**src/rtl/dtli_pkg.sv**
```systemverilog
// Shared constants and types of the dual table linear interpolator.
`default_nettype none

package dtli_pkg;

    localparam int SAMPLE_W      = 32;
    localparam int ADDR_W        = 15;
    localparam int POS_FRAC_BITS = 40;
    localparam int IDX_BITS      = 24;
    localparam int ITEM_DATA_W   = 2 * SAMPLE_W;
    localparam int KIND_W        = 2;
    localparam int QUEUE_DEPTH   = 4;
    localparam int QPTR_W        = 2;

    localparam logic ACT_WRITE = 1'b0;
    localparam logic ACT_EVAL  = 1'b1;

    localparam logic [KIND_W-1:0] KIND_WRITE = 2'd0;
    localparam logic [KIND_W-1:0] KIND_EVAL  = 2'd1;
    localparam logic [KIND_W-1:0] KIND_FAULT = 2'd2;

    localparam logic REG_POINT_COUNT = 1'b0;
    localparam logic REG_INV_STEP    = 1'b1;

    localparam logic [15:0]         POINT_COUNT_RESET = 16'd20001;
    localparam logic [31:0]         INV_STEP_RESET    = 32'd65536000;
    localparam logic [SAMPLE_W-1:0] SIGN_FLIP         = 32'h8000_0000;

    typedef struct packed {
        logic full;
        logic empty;
    } queue_status_t;

endpackage

`default_nettype wire

```
**src/rtl/dtli_queue.sv**
```systemverilog
// Small request queue between the front and back parts.
`default_nettype none

module dtli_queue
    import dtli_pkg::*;
#(
    parameter int WIDTH = 8
) (
    input  wire logic             aclk,
    input  wire logic             aresetn,
    input  wire logic             push,
    input  wire logic [WIDTH-1:0] push_item,
    input  wire logic             pop,
    output logic      [WIDTH-1:0] head_item,
    output queue_status_t         status
);

    logic [WIDTH-1:0]  slot_reg [QUEUE_DEPTH];
    logic [QPTR_W-1:0] wr_ptr_reg;
    logic [QPTR_W-1:0] rd_ptr_reg;
    logic [QPTR_W:0]   count_reg;
    logic [QPTR_W:0]   count_next;

    always_comb begin
        count_next = count_reg;
        if (push && !pop) begin
            count_next = count_reg + (QPTR_W + 1)'(1);
        end else if (pop && !push) begin
            count_next = count_reg - (QPTR_W + 1)'(1);
        end
    end

    always_ff @(posedge aclk) begin
        if (!aresetn) begin
            wr_ptr_reg <= '0;
            rd_ptr_reg <= '0;
            count_reg  <= '0;
        end else begin
            if (push) begin
                wr_ptr_reg <= wr_ptr_reg + QPTR_W'(1);
            end
            if (pop) begin
                rd_ptr_reg <= rd_ptr_reg + QPTR_W'(1);
            end
            count_reg <= count_next;
        end
    end

    always_ff @(posedge aclk) begin
        if (push) begin
            slot_reg[wr_ptr_reg] <= push_item;
        end
    end

    assign head_item    = slot_reg[rd_ptr_reg];
    assign status.full  = (count_reg == (QPTR_W + 1)'(QUEUE_DEPTH));
    assign status.empty = (count_reg == '0);

endmodule

`default_nettype wire

```
**config.mk**
```make
export PLATFORM = sky130hd
export DESIGN_NAME = dtli_queue
export DESIGN_NICKNAME = d
export VERILOG_FILES = /design/src/rtl/dtli_pkg.sv /design/src/rtl/dtli_queue.sv
export SDC_FILE = /design/constraint.sdc
export NUM_CORES = 1
export LEC_CHECK = 0
export BUFFER_PORTS_ARGS = -buffer_cell sky130_fd_sc_hd__buf_2
export CAP_MARGIN = 30
export CORE_AREA = 2 2 55 83
export DETAILED_ROUTE_END_ITERATION = 16
export DIE_AREA = 0 0 57 85
export PLACE_DENSITY_LB_ADDON = 0.08
export SLEW_MARGIN = 20
export SYNTH_ARGS = -nofsm -noshare
export SYNTH_HDL_FRONTEND = slang
export SYNTH_SLANG_ARGS = --single-unit
```
**constraint.sdc**
```tcl
create_clock -name aclk -period 3.2 [get_ports aclk]
set_clock_uncertainty 0.15 [all_clocks]
set_input_delay 0.32 -clock aclk [delete_from_list [all_inputs] [get_ports aclk]]
set_output_delay 0.32 -clock aclk [all_outputs]
set_load 0.03 [all_outputs]
```
# After elaboration in Yosys (flattened, before gate mapping)

Memory sizes are Yosys's and may differ from the RTL's. A register that Yosys moved wholly into a read port is not among the register bits.
Cells that the tools add are included.
W data, S select, Z words.

Word-level logic and storage cells: 21
Memory bits (writable): 32
Output and inout port bits: 10
Memories kept: 1
Register bits: 7

Memory list:

| name     | depth | bits a word | read ports | clocked after memory_dff | write ports | line             | RTL |
|---|---|---|---|---|---|---|---|
| slot_reg | 4     | 8           | 1          | 1                        | 1           | dtli_queue.sv:18 | `logic [WIDTH-1:0] slot_reg [QUEUE_DEPTH];` |

Equality and inequality tests: 1
Reduce and logical (&&, ||, !) cells: 6
$add $sub $neg: 4
Multiplexer cells: 6

Operators by type and width:

| kind                  | count |
|---|---|
| $mux W3               | 2 |
| $add A2 B1 Y2 const B | 2 |
| $mux W2               | 2 |
| $add A3 B1 Y3 const B | 1 |
| $eq A3 B3 Y1 const B  | 1 |
| $logic_not A3 Y1      | 1 |
| $sub A3 B1 Y3 const B | 1 |
| $logic_and A1 B1 Y1   | 2 |
| $logic_not A1 Y1      | 2 |
| $mux W1               | 2 |
| $reduce_bool A2 Y1    | 1 |

# Longest topological paths before layout

Depth after elaboration: 4
Mapped depth: 7
Mapped depth without buffers: 7

# Least setup slack after synthesis

Ideal clock, no wire load.

Kind: input port to flip-flop
From: in pop
To: reg count_reg[2]
Stages: 7
Slack: 1.489 ns
Arrival: 1.491 ns
Setup time: 0.070 ns
Required time: 2.980 ns
Cell sequence: inv_1 -> ha_1 -> inv_1 -> fa_1 -> xor2_1 -> or3_1 -> a21boi_1

Cells in the longest elaborated chain, start to end: 3

RTL lines:

| what                                          | line             | RTL |
|---|---|---|
| from (decl)                                   | dtli_queue.sv:13 | `input wire logic pop,` |
| $logic_not A1 Y1                              | dtli_queue.sv:26 | `if (push && !pop) begin` |
| $logic_and A1 B1 Y1                           | dtli_queue.sv:26 |  |
| $mux W3 or $reduce_bool A2 Y1 (tied branches) | --               |  |
| to (signal assigned)                          | dtli_queue.sv:45 | `count_reg <= count_next;` |
| to (decl)                                     | dtli_queue.sv:21 | `logic [QPTR_W:0] count_reg;` |

Several ways; a longest one is shown, not always the timed one.
A chain may end at the register's enable or synchronous reset.

==> summary.md <==
| Metric | Value |
|---|---|
| Setup TNS | `0 ns` |
| Final worst path period share | `~70%` |
| Worst Hold Class | `in -> reg` |
| Vias in the first global route | `a little over 800` |
| Pre-CTS WS | `roughly 1.3 ns` |
| Total Wirelength | `2380 µm` |
| Global-route wire length before repair | `~4100 µm` |
| Ys Warns | `0` |
| Slowest stage delay, CP | `between 0.6 and 0.7 ns` |
| Mapped Cells | `85` |
| CTS sink cnt | `41` |
| Post-synthesis cell type with the largest combined area | `edfxtp_1` |
| Total Power | `about 1.1 mW` |
| Pin count of the biggest net entering global routing | `13` |
| Clock tree buffer depth | `2` |
| Count of cell types in the netlist | `19` |
| # fillers | `approximately 400` |
| Die Span X | `57 µm` |
| Min Clock Period, post-route | `around 2.2 ns` |
| Number of buffers created by CTS | `5` |
| Detailed Routing Iterations Pass 1 | `4` |
| Worst-Skew Late Latency | `about 0.28 ns` |
| Design Area, Final | `0.00184 mm²` |
| Synth-to-Final Area Change | `14.8%` |
| Clock Pin Slew Worst Setup and Hold Paths | `about 0.070 ns` |
| Crit Path Category | `reg -> out` |
| Most common cell after layout, fill and taps aside | `edfxtp_1` |
| Final Non-Filler Cells | `158` |
| Setup Buffers After CTS | `0` |
| Max_cap viols | `0` |
| CP top delay family | `flip-flops` |
| Die area | `0.00485 mm²` |
| Starting DRT DRC Count | `14` |
| Run status | `completed` |
| P_leak | `between 0.6 and 0.7 nW` |
| RSZ-0062 raised after global routing | `false` |
| DR DRC count | `0` |
| Critical path buffers and inverters | `1` |
| Footprint of the multi-input gates | `~430 µm²` |
| Drt via density | `4.85` |
| Initial antenna violation count | `0` |
| Post-synthesis area per instance | `approximately 19 µm²` |
| Routed len/inst | `around 15 µm` |
| GRT Total Usage | `around 11%` |
| Final nets | `approximately 130` |
| Pwr per Cell Area | `between 600 and 700 mW/mm²` |
| Depth of the CTS H-tree | `2` |
| Hold_buf cts | `0` |
| Startpoint Class | `register` |
| Placed cell areas | `0.00175 mm²` |
| Fin. max-slew vios | `0` |
| Fmax | `between 0.4 and 0.5 GHz` |
| Number of flip-flops under the largest register name | `32` |
| Setup violations, final | `0` |
| Crit. End Element | `primary output` |
| CP max-delay cell | `dfxtp_1` |
| Util after Layout | `about 44%` |
| Diode count | `0` |
| Root Driver | `clkbuf_8` |
| Overflow after GRT | `0` |
| CTS tree | `done` |
| Worst Tran Pin Value | `~0.56 ns` |
| Number of synthesized register bits | `41` |
| Io pins | `22` |
| Sequential fraction of the synthesis area | `just over 70%` |
| Syn Nets | `103` |
| Port Buffers | `21` |
| Post-Place Cells | `150` |
| GPL Wtd Cong | `approximately 0.67` |
| Num rows | `29` |
| Register Area | `0.00114 mm²` |
| Layout cells sized above 1 | `a little under a third` |
| Core footprint | `between 0.004 and 0.005 mm²` |
| Die height | `approximately 85 µm` |
| Hold Vio Cnt, Final | `0` |
| Final hold slack | `slightly below 0.1 ns` |
| Total number of vias | `approximately 770` |
| DRT antenna net count | `0` |
| Crit path cell chain | `mux4_2 > buf_2` |
| Top cells by area, synth | `edfxtp_1 60%, dfxtp_1 11%, mux4_2 11%, ha_1 3.9%, and2_1 3.5%` |
| Top cell type's share of synthesized area | `60.0%` |
| Post_cts resized | `0` |
| Req. time, crit path | `2.73 ns` |
| CP Max Fanout | `8` |
| Final setup margin | `1.02 ns` |
| Worst path arrival time | `1.71 ns` |
| Commonest cells after routing, fill and taps aside | `32 x edfxtp_1, 21 x buf_2, 9 x and2_1, 9 x dfxtp_1, 8 x mux4_2` |
| Cell Area, Synth | `approximately 0.0016 mm²` |
| Slew HR | `a little over three fifths` |
| Initial Utilization | `38.7%` |
| Max IR drop VDD | `0.366 mV` |
==> synth_stat cells <==
master	number
mux4_2	8
nor3b_1	1
nor3_1	1
ha_1	5
xor2_1	3
and2_1	9
a21boi_1	1
or3_1	1
xnor2_1	2
inv_1	4
o21ai_0	1
nand2_1	1
clkbuf_2	1
nor2b_1	2
dfxtp_1	9
edfxtp_1	32
buf_6	1
mux2i_1	2
fa_1	1
==> kinds of logic after synthesis <==
family	Yosys count	synth area share [%]
AO/OA/AOI/OAI	2	0.781
XOR/XNOR	5	2.73
adder cells (fa/ha/maj)	6	5.15
buffers and inverters	6	1.95
flip-flops	41	71.2
multiplexers	10	12.5
AND/OR/NAND/NOR	15	5.70
==> power breakdown <==
part	internal (mW)	total [mW]	switching, mW
Clock	0.176	0.334	0.158
Sequential	0.608	0.633	0.0253
Combinational	0.0673	0.158	0.0906
Total	0.851	1.12	0.274
==> area by class of cell <==
class                      count  share of cell area (%)
clock buffer                   8                    4.90
inverter                       4                   0.816
multi-input combinational     38                    23.4
sequential                    41                    62.0
tap                           46                    3.13
timing repair buffer          21                    5.71
==> final timing paths <==
check / cells past startpoint / end / startpoint / slack [ns]
max: 2 / head_item[7] / register / 1.02
min reg2reg: 2 / count_reg[2]$_SDFFE_PN0P_ / count_reg[2]$_SDFFE_PN0P_ / 0.35
max reg2reg: 4 / count_reg[2]$_SDFFE_PN0P_ / count_reg[0]$_SDFFE_PN0P_ / 1.58
min: 1 / slot_reg[3][7]$_DFFE_PP_ / push_item[7] / 0.1
==> metal layers <==
layer	GRT usage, %	vias to the layer above	share of wire (%)
met5	0	-	0
met4	5.71	0	2.4
met3	3.81	7	4.7
met2	19.4	16	54
met1	12.8	376	38
li1	-	367	-
Power figures use the tool's default switching activity.
