==> src/rtl/dtli_pkg.sv <==
// Shared constants and types of the dual table linear interpolator.
`default_nettype none

package dtli_pkg;

    localparam int SAMPLE_W      = 32;
    localparam int ADDR_W        = 15;
    localparam int POS_FRAC_BITS = 40;
    localparam int IDX_BITS      = 24;
    localparam int ITEM_DATA_W   = 2 * SAMPLE_W;
    localparam int KIND_W        = 2;
    localparam int QUEUE_DEPTH   = 4;
    localparam int QPTR_W        = 2;

    localparam logic ACT_WRITE = 1'b0;
    localparam logic ACT_EVAL  = 1'b1;

    localparam logic [KIND_W-1:0] KIND_WRITE = 2'd0;
    localparam logic [KIND_W-1:0] KIND_EVAL  = 2'd1;
    localparam logic [KIND_W-1:0] KIND_FAULT = 2'd2;

    localparam logic REG_POINT_COUNT = 1'b0;
    localparam logic REG_INV_STEP    = 1'b1;

    localparam logic [15:0]         POINT_COUNT_RESET = 16'd20001;
    localparam logic [31:0]         INV_STEP_RESET    = 32'd65536000;
    localparam logic [SAMPLE_W-1:0] SIGN_FLIP         = 32'h8000_0000;

    typedef struct packed {
        logic full;
        logic empty;
    } queue_status_t;

endpackage

`default_nettype wire

==> src/rtl/dtli_front.sv <==
// Front part: takes requests, forms the table position and classifies them.
`default_nettype none

module dtli_front
    import dtli_pkg::*;
#(
    parameter int TABLE_DEPTH   = 32768,
    parameter int FRACTION_BITS = 16
) (
    input  wire logic                aclk,
    input  wire logic                aresetn,
    input  wire logic                s_valid,
    output logic                     s_ready,
    input  wire logic                s_action,
    input  wire logic [ADDR_W-1:0]   s_addr,
    input  wire logic [SAMPLE_W-1:0] s_first,
    input  wire logic [SAMPLE_W-1:0] s_second,
    input  wire logic [SAMPLE_W-1:0] s_pos,
    input  wire logic [15:0]         point_count,
    input  wire logic [31:0]         inv_step,
    input  queue_status_t            q_status,
    output logic                     push,
    output logic [KIND_W+FRACTION_BITS+$clog2(TABLE_DEPTH+1)+ITEM_DATA_W-1:0] push_item
);

    localparam int IW = $clog2(TABLE_DEPTH + 1);
    localparam logic [IDX_BITS-1:0] DEPTH_IDX = IDX_BITS'(TABLE_DEPTH);

    logic                   valid_reg;
    logic                   action_reg;
    logic [ADDR_W-1:0]      addr_reg;
    logic [ITEM_DATA_W-1:0] data_reg;
    logic                   neg_reg;
    logic [63:0]            prod_reg;
    logic [63:0]            prod_next;

    logic [IDX_BITS-1:0]      pc_idx;
    logic [IDX_BITS-1:0]      cnt;
    logic [IDX_BITS-1:0]      cnt_m1;
    logic [IDX_BITS-1:0]      idx;
    logic                     rem_nz;
    logic                     bad;
    logic                     last_seg;
    logic                     drop;
    logic [KIND_W-1:0]        kind;
    logic [IW-1:0]            index;
    logic [FRACTION_BITS-1:0] frac;

    assign prod_next = 64'(s_pos) * 64'(inv_step);

    assign s_ready = !valid_reg || drop || !q_status.full;

    always_ff @(posedge aclk) begin
        if (!aresetn) begin
            valid_reg <= 1'b0;
        end else if (s_ready) begin
            valid_reg <= s_valid;
        end
    end

    always_ff @(posedge aclk) begin
        if (s_valid && s_ready) begin
            action_reg <= s_action;
            addr_reg   <= s_addr;
            data_reg   <= {s_second, s_first};
            neg_reg    <= s_pos[SAMPLE_W-1];
            prod_reg   <= prod_next;
        end
    end

    // Clamp the count to the table size, treat zero as one.
    always_comb begin
        pc_idx = IDX_BITS'(point_count);
        priority if (pc_idx == '0) begin
            cnt = IDX_BITS'(1);
        end else if (pc_idx > DEPTH_IDX) begin
            cnt = DEPTH_IDX;
        end else begin
            cnt = pc_idx;
        end
    end

    assign cnt_m1   = cnt - IDX_BITS'(1);
    assign idx      = prod_reg[63:POS_FRAC_BITS];
    assign rem_nz   = |prod_reg[POS_FRAC_BITS-1:0];
    assign bad      = neg_reg || (idx > cnt) || ((idx == cnt) && rem_nz);
    assign last_seg = (idx >= cnt_m1);

    always_comb begin
        drop = 1'b0;
        kind = KIND_EVAL;
        index = '0;
        frac = '0;
        if (action_reg == ACT_WRITE) begin
            kind  = KIND_WRITE;
            index = IW'(addr_reg);
            drop  = (IDX_BITS'(addr_reg) >= DEPTH_IDX);
        end else if (bad) begin
            kind = KIND_FAULT;
        end else if (last_seg) begin
            // Last segment: weight zero on the next entry returns the entry itself.
            index = cnt_m1[IW-1:0];
        end else begin
            index = idx[IW-1:0];
            frac  = prod_reg[POS_FRAC_BITS-1 -: FRACTION_BITS];
        end
    end

    assign push      = valid_reg && !drop && !q_status.full;
    assign push_item = {kind, frac, index, data_reg};

endmodule

`default_nettype wire

==> config.mk <==
export PLATFORM = sky130hd
export DESIGN_NAME = dtli_front
export DESIGN_NICKNAME = d
export VERILOG_FILES = /design/src/rtl/dtli_pkg.sv /design/src/rtl/dtli_front.sv
export SDC_FILE = /design/constraint.sdc
export NUM_CORES = 2
export LEC_CHECK = 0
export ABC_AREA = 1
export ABC_CLOCK_PERIOD_IN_PS = 7730
export BUFFER_PORTS_ARGS = -buffer_cell sky130_fd_sc_hd__buf_2
export CAP_MARGIN = 10
export CORE_ASPECT_RATIO = 1.2
export CORE_MARGIN = 2
export CORE_UTILIZATION = 35
export CTS_CLUSTER_DIAMETER = 30
export DETAILED_ROUTE_END_ITERATION = 8
export PLACE_DENSITY = 0.59
export SLEW_MARGIN = 30
export SYNTH_ARGS = -nofsm -noshare
export SYNTH_HDL_FRONTEND = slang
export SYNTH_SLANG_ARGS = --single-unit
==> constraint.sdc <==
create_clock -name aclk -period 7.73 [get_ports aclk]
set_input_delay 0.3865 -clock aclk [delete_from_list [all_inputs] [get_ports aclk]]
set_output_delay 0.3865 -clock aclk [all_outputs]
set_load 0.005 [all_outputs]
# After elaboration in Yosys (flattened, before gate mapping)
# Index checks and enable logic that the tools add are counted.
# classes
n_addsub	1
mul	1
magnitude_cmp	3
eq_ne	1
n_mux	10
n_reduce_logical	10
# op_table
operator	n
16-bit two-way mux	8
32-bit by 32-bit multiplier with 64-bit output	1
40-bit OR reduction	1
24-bit equality test	1
24-bit greater-or-equal comparator	1
24-bit > comparator	1
24-bit by 1-bit subtractor with 24-bit output, second input constant	1
16-bit > comparator, second input constant	1
16-bit zero test	1
2-bit two-way mux	2
1-bit logical AND	3
1-bit logical OR	3
1-bit zero test	2
# totals
register_bits	146
output_inout_bits	100
wordCells	32

# Logic depth before layout (Yosys ltp)
# logic_depth
depth_word	8
mapped_depth	30
depth_no_buf	29

# Worst setup path after synthesis
# Ideal clock, no wire load.
# synth_timing
kind	input to register
startpoint	input s_valid
endpoint	register action_reg (enable)
setup_time_ns	0.697
arrival_time_ns	7.399
path_slack_ns	-0.366
cell_stages	2
path_buffers	0
cell_sequence	inv_1 > a21oi_1
# synth_between
elab_chain_cells	1
# synth_lines
element	line_no	text
from (decl)	dtli_front.sv:12	input wire logic s_valid,
1-bit logical AND	dtli_front.sv:62	if (s_valid && s_ready) begin
to (signal assigned)	dtli_front.sv:63	action_reg <= s_action;
to (decl)	dtli_front.sv:30	logic action_reg;
# Every way passes these cells.
# A chain may end at the register's enable or synchronous reset.

# Final worst setup path
# layout_timing
startpoint	input inv_step[18]
endpoint	register prod_reg[50], data pin
# layout_between
elab_chain_cells	1
# layout_lines
element	line_no	text
from (decl)	dtli_front.sv:20	input wire logic [31:0] inv_step,
32-bit by 32-bit multiplier with 64-bit output	dtli_front.sv:49	assign prod_next = 64'(s_pos) * 64'(inv_step);
net prod_next[50]	dtli_front.sv:35	logic [63:0] prod_next;
to (signal assigned)	dtli_front.sv:67	prod_reg <= prod_next;
to (decl)	dtli_front.sv:34	logic [63:0] prod_reg;
# The timed path passes the listed nets, and every way through them passes these cells.

==> flow_metrics.env <==
export IMPL_syn_inst=5235
export IMPL_grt_setup_unrepaired="false"
export IMPL_whs_path_depth=1
export IMPL_htreeDepth=4
export IMPL_cts_made_buffers=25
export IMPL_worstHoldEndpoint="data_reg[35]"
export IMPL_num_vias=32800
export IMPL_gr_total_overflow=0
export IMPL_avgRoutedWirePerCell_um=17.0
export IMPL_slew_viol_final=0
export IMPL_top_layer="met5"
export IMPL_wl_met1_um=50300
export IMPL_fin_crit_ns=7.03
export IMPL_final_cell_mix="inv_1, nand2_1, fa_1, ha_1, buf_2"
export IMPL_setup_viol=0
export IMPL_reg2reg_from="valid_reg"
export IMPL_maxSlewHeadroom_pct=39.0
export IMPL_portBuffers=263
export IMPL_die_h_um=382
export IMPL_clock_sinks=146
export IMPL_yosysWarningCount=0
export IMPL_rows=138
export IMPL_slowest_stage="buf_2"
export IMPL_first_iter_violations=1922
export IMPL_cp_slowest_stage_delay_ns=0.66
export IMPL_grt_pass1_vias=35200
export IMPL_postCtsSetupRepairBufs=0
export IMPL_worst_pin_slew_ns=0.914
export IMPL_start_kind="primary input"
export IMPL_route_met2_wl_um=56700
export IMPL_first_pass_iters=5
export IMPL_cp_common_cell="fa_1"
export IMPL_grt_use_total_pct=19.9
export IMPL_clockBufferDepth=3
export IMPL_crit_arrival_ns=7.25
export IMPL_hp_start="s_second[3]"
export IMPL_ys_seq_area_share_pct=10.5
export IMPL_viasPerCell=4.71
export IMPL_dp_hpwl_um=101000
export IMPL_hold_path_class="in2reg"
export IMPL_post_cts_resized=0
export IMPL_synth_seq_cells=146
export IMPL_hold_viol_final=0
export IMPL_synth_edff_count=145
export IMPL_antenna_found_initial=19
export IMPL_r2r_slack_ns=5.76
export IMPL_clockRootBuffer="clkbuf_16"
export IMPL_critical_path_class="in2reg"
export IMPL_drtAntennaViolNets=0
export IMPL_crit_fanout=32
export IMPL_status="finished, final reports clean"
export IMPL_skew_ns=0.0184
export IMPL_async_flop_share_pct=0
export IMPL_netlist_area_um2=41600
export IMPL_die_x_um=319
export IMPL_final_nets=6783
export IMPL_setup_tns_ns=0
export IMPL_reg2reg_depth=2
export IMPL_met3_wirelength_um=8100
export IMPL_r2r_end="prod_reg[49]"
export IMPL_cts_tree="built"
export IMPL_grt_pass1_wl_um=191000
export IMPL_timing_fmax_ghz=0.142
export IMPL_area_delta_synth_final_pct=9.41
export IMPL_dieArea_um2=122000
export IMPL_fin_crit_sh_pct=90.9
export IMPL_grt_max_degree=67
export IMPL_io_pins=265
export IMPL_path_cells="buf_2 -> nand2_1 -> fa_1 -> fa_1 -> inv_1 -> fa_1 -> fa_1 -> fa_1 -> fa_1 -> fa_1 -> inv_1 -> fa_1 -> inv_1 -> ha_1 -> a21oi_1 -> inv_1 -> nor2_1 -> inv_1 -> a21oi_1 -> o21ai_0 -> nand2_1 -> nand3_1 -> xor2_1"
export IMPL_clk_latency_ns=0.49
export IMPL_synth_main_ff_cell="edfxtp_1"
export IMPL_layout_commonest_cell="inv_1"
export IMPL_initial_core_util_pct=35.3
export IMPL_routed_wl_um=118000
export IMPL_ctsHoldBuffers=0
export IMPL_ys_types=39
export IMPL_clk_pin_slew_ns=0.06
export IMPL_core_um2=118000
export IMPL_required_ns=7.95
export IMPL_globalplace_congestion=0.896
export IMPL_final_layout_size_suffix_gt1_share_pct=7.21
export IMPL_maxCapViolCount=0
export IMPL_fillCellCount=12200
export IMPL_cp_end_kind="register"
export IMPL_syn_avg_cell_area_um2=7.95
export IMPL_drc=0
[cell families (layout without fill, tap and decap cells)]
kind of cell | Yosys count | count (layout) | share of synthesized area, %
buf+inv | 1838 | 2022 | 16.6
simple gates | 1787 | 1787 | 16.8
fa+ha+maj | 1200 | 1200 | 52.2
compound gates | 213 | 213 | 2.82
flops | 146 | 146 | 10.5
xor+xnor | 50 | 50 | 1.05
other cells | 1 | 7 | 0.00901
[critical path: cells and delay by family]
kind	cells	cell delay [ns]
simple gates	4	0.55
fa+ha+maj	9	4.46
buf+inv	6	0.95
xor+xnor	1	0.18
compound gates	3	0.69
[synth_stat cells (4+ instances only)]
library cell | number | share of area, %
inv_1 | 1635 | 15
a21oi_1 | 100 | 1.2
xnor2_1 | 11 | 0.23
xor2_1 | 39 | 0.82
o21bai_1 | 14 | 0.25
a21boi_0 | 4 | 0.072
nand2_1 | 1394 | 13
o41ai_1 | 4 | 0.084
nor3_1 | 27 | 0.32
ha_1 | 304 | 9.1
fa_1 | 896 | 43
edfxtp_1 | 145 | 10
a21o_1 | 7 | 0.13
nor4_1 | 4 | 0.060
clkbuf_1 | 196 | 1.8
nand3_1 | 78 | 0.94
o21ai_0 | 69 | 0.83
nand4_1 | 19 | 0.29
nor2_1 | 244 | 2.2
a31oi_1 | 5 | 0.075
and2_1 | 10 | 0.15
o21a_1 | 5 | 0.090
[layout make-up]
cell class	count	area (um^2)	area share, %
diodes	2	5.00	0.0110
clock buffers	27	633	1.39
clock inverters	5	47.5	0.104
inverters	1635	6140	13.5
multi-input cells	3255	30400	66.7
flip-flops and latches	146	4370	9.60
well taps	1540	1930	4.23
repair buffers	355	2060	4.53
[layer usage]
metal,up-vias,GRT usage [%]
met1,16400,25.9
met4,30,5.48
met2,1031,33.9
met5,-,0
li1,15100,-
met3,206,3.53
[stage by stage]
stage	std cells	instance area (um^2)	util (%)	setup slack, ns	hold slack, ns
4_1_cts	6963	45500	38.6	0.783	0.0363
3_3_place_gp	6930	44800	38.0	0.304	0.516
3_5_place_dp	6931	44900	38.0	0.250	0.535
5_1_grt	6964	45500	38.6	0.279	0.0410
6_report	6965	45500	38.6	0.701	0.0664
2_1_floorplan	5239	41600	-	1.39	0.485
[worst max-delay path by stage]
| stage | startpoint | end | depth (start not counted) |
|---|---|---|---|
| after floorplan | s_pos[17] | prod_reg[60] | 25 |
| after global placement | inv_step[17] | prod_reg[50] | 26 |
| after detailed placement | inv_step[18] | prod_reg[50] | 23 |
| after CTS | inv_step[18] | prod_reg[50] | 23 |
| after global routing | inv_step[8] | prod_reg[57] | 22 |
| final | inv_step[18] | prod_reg[50] | 23 |
Power is not shown: default switching activity piles up to over one toggle a cycle in this logic, so the estimate is an artifact.
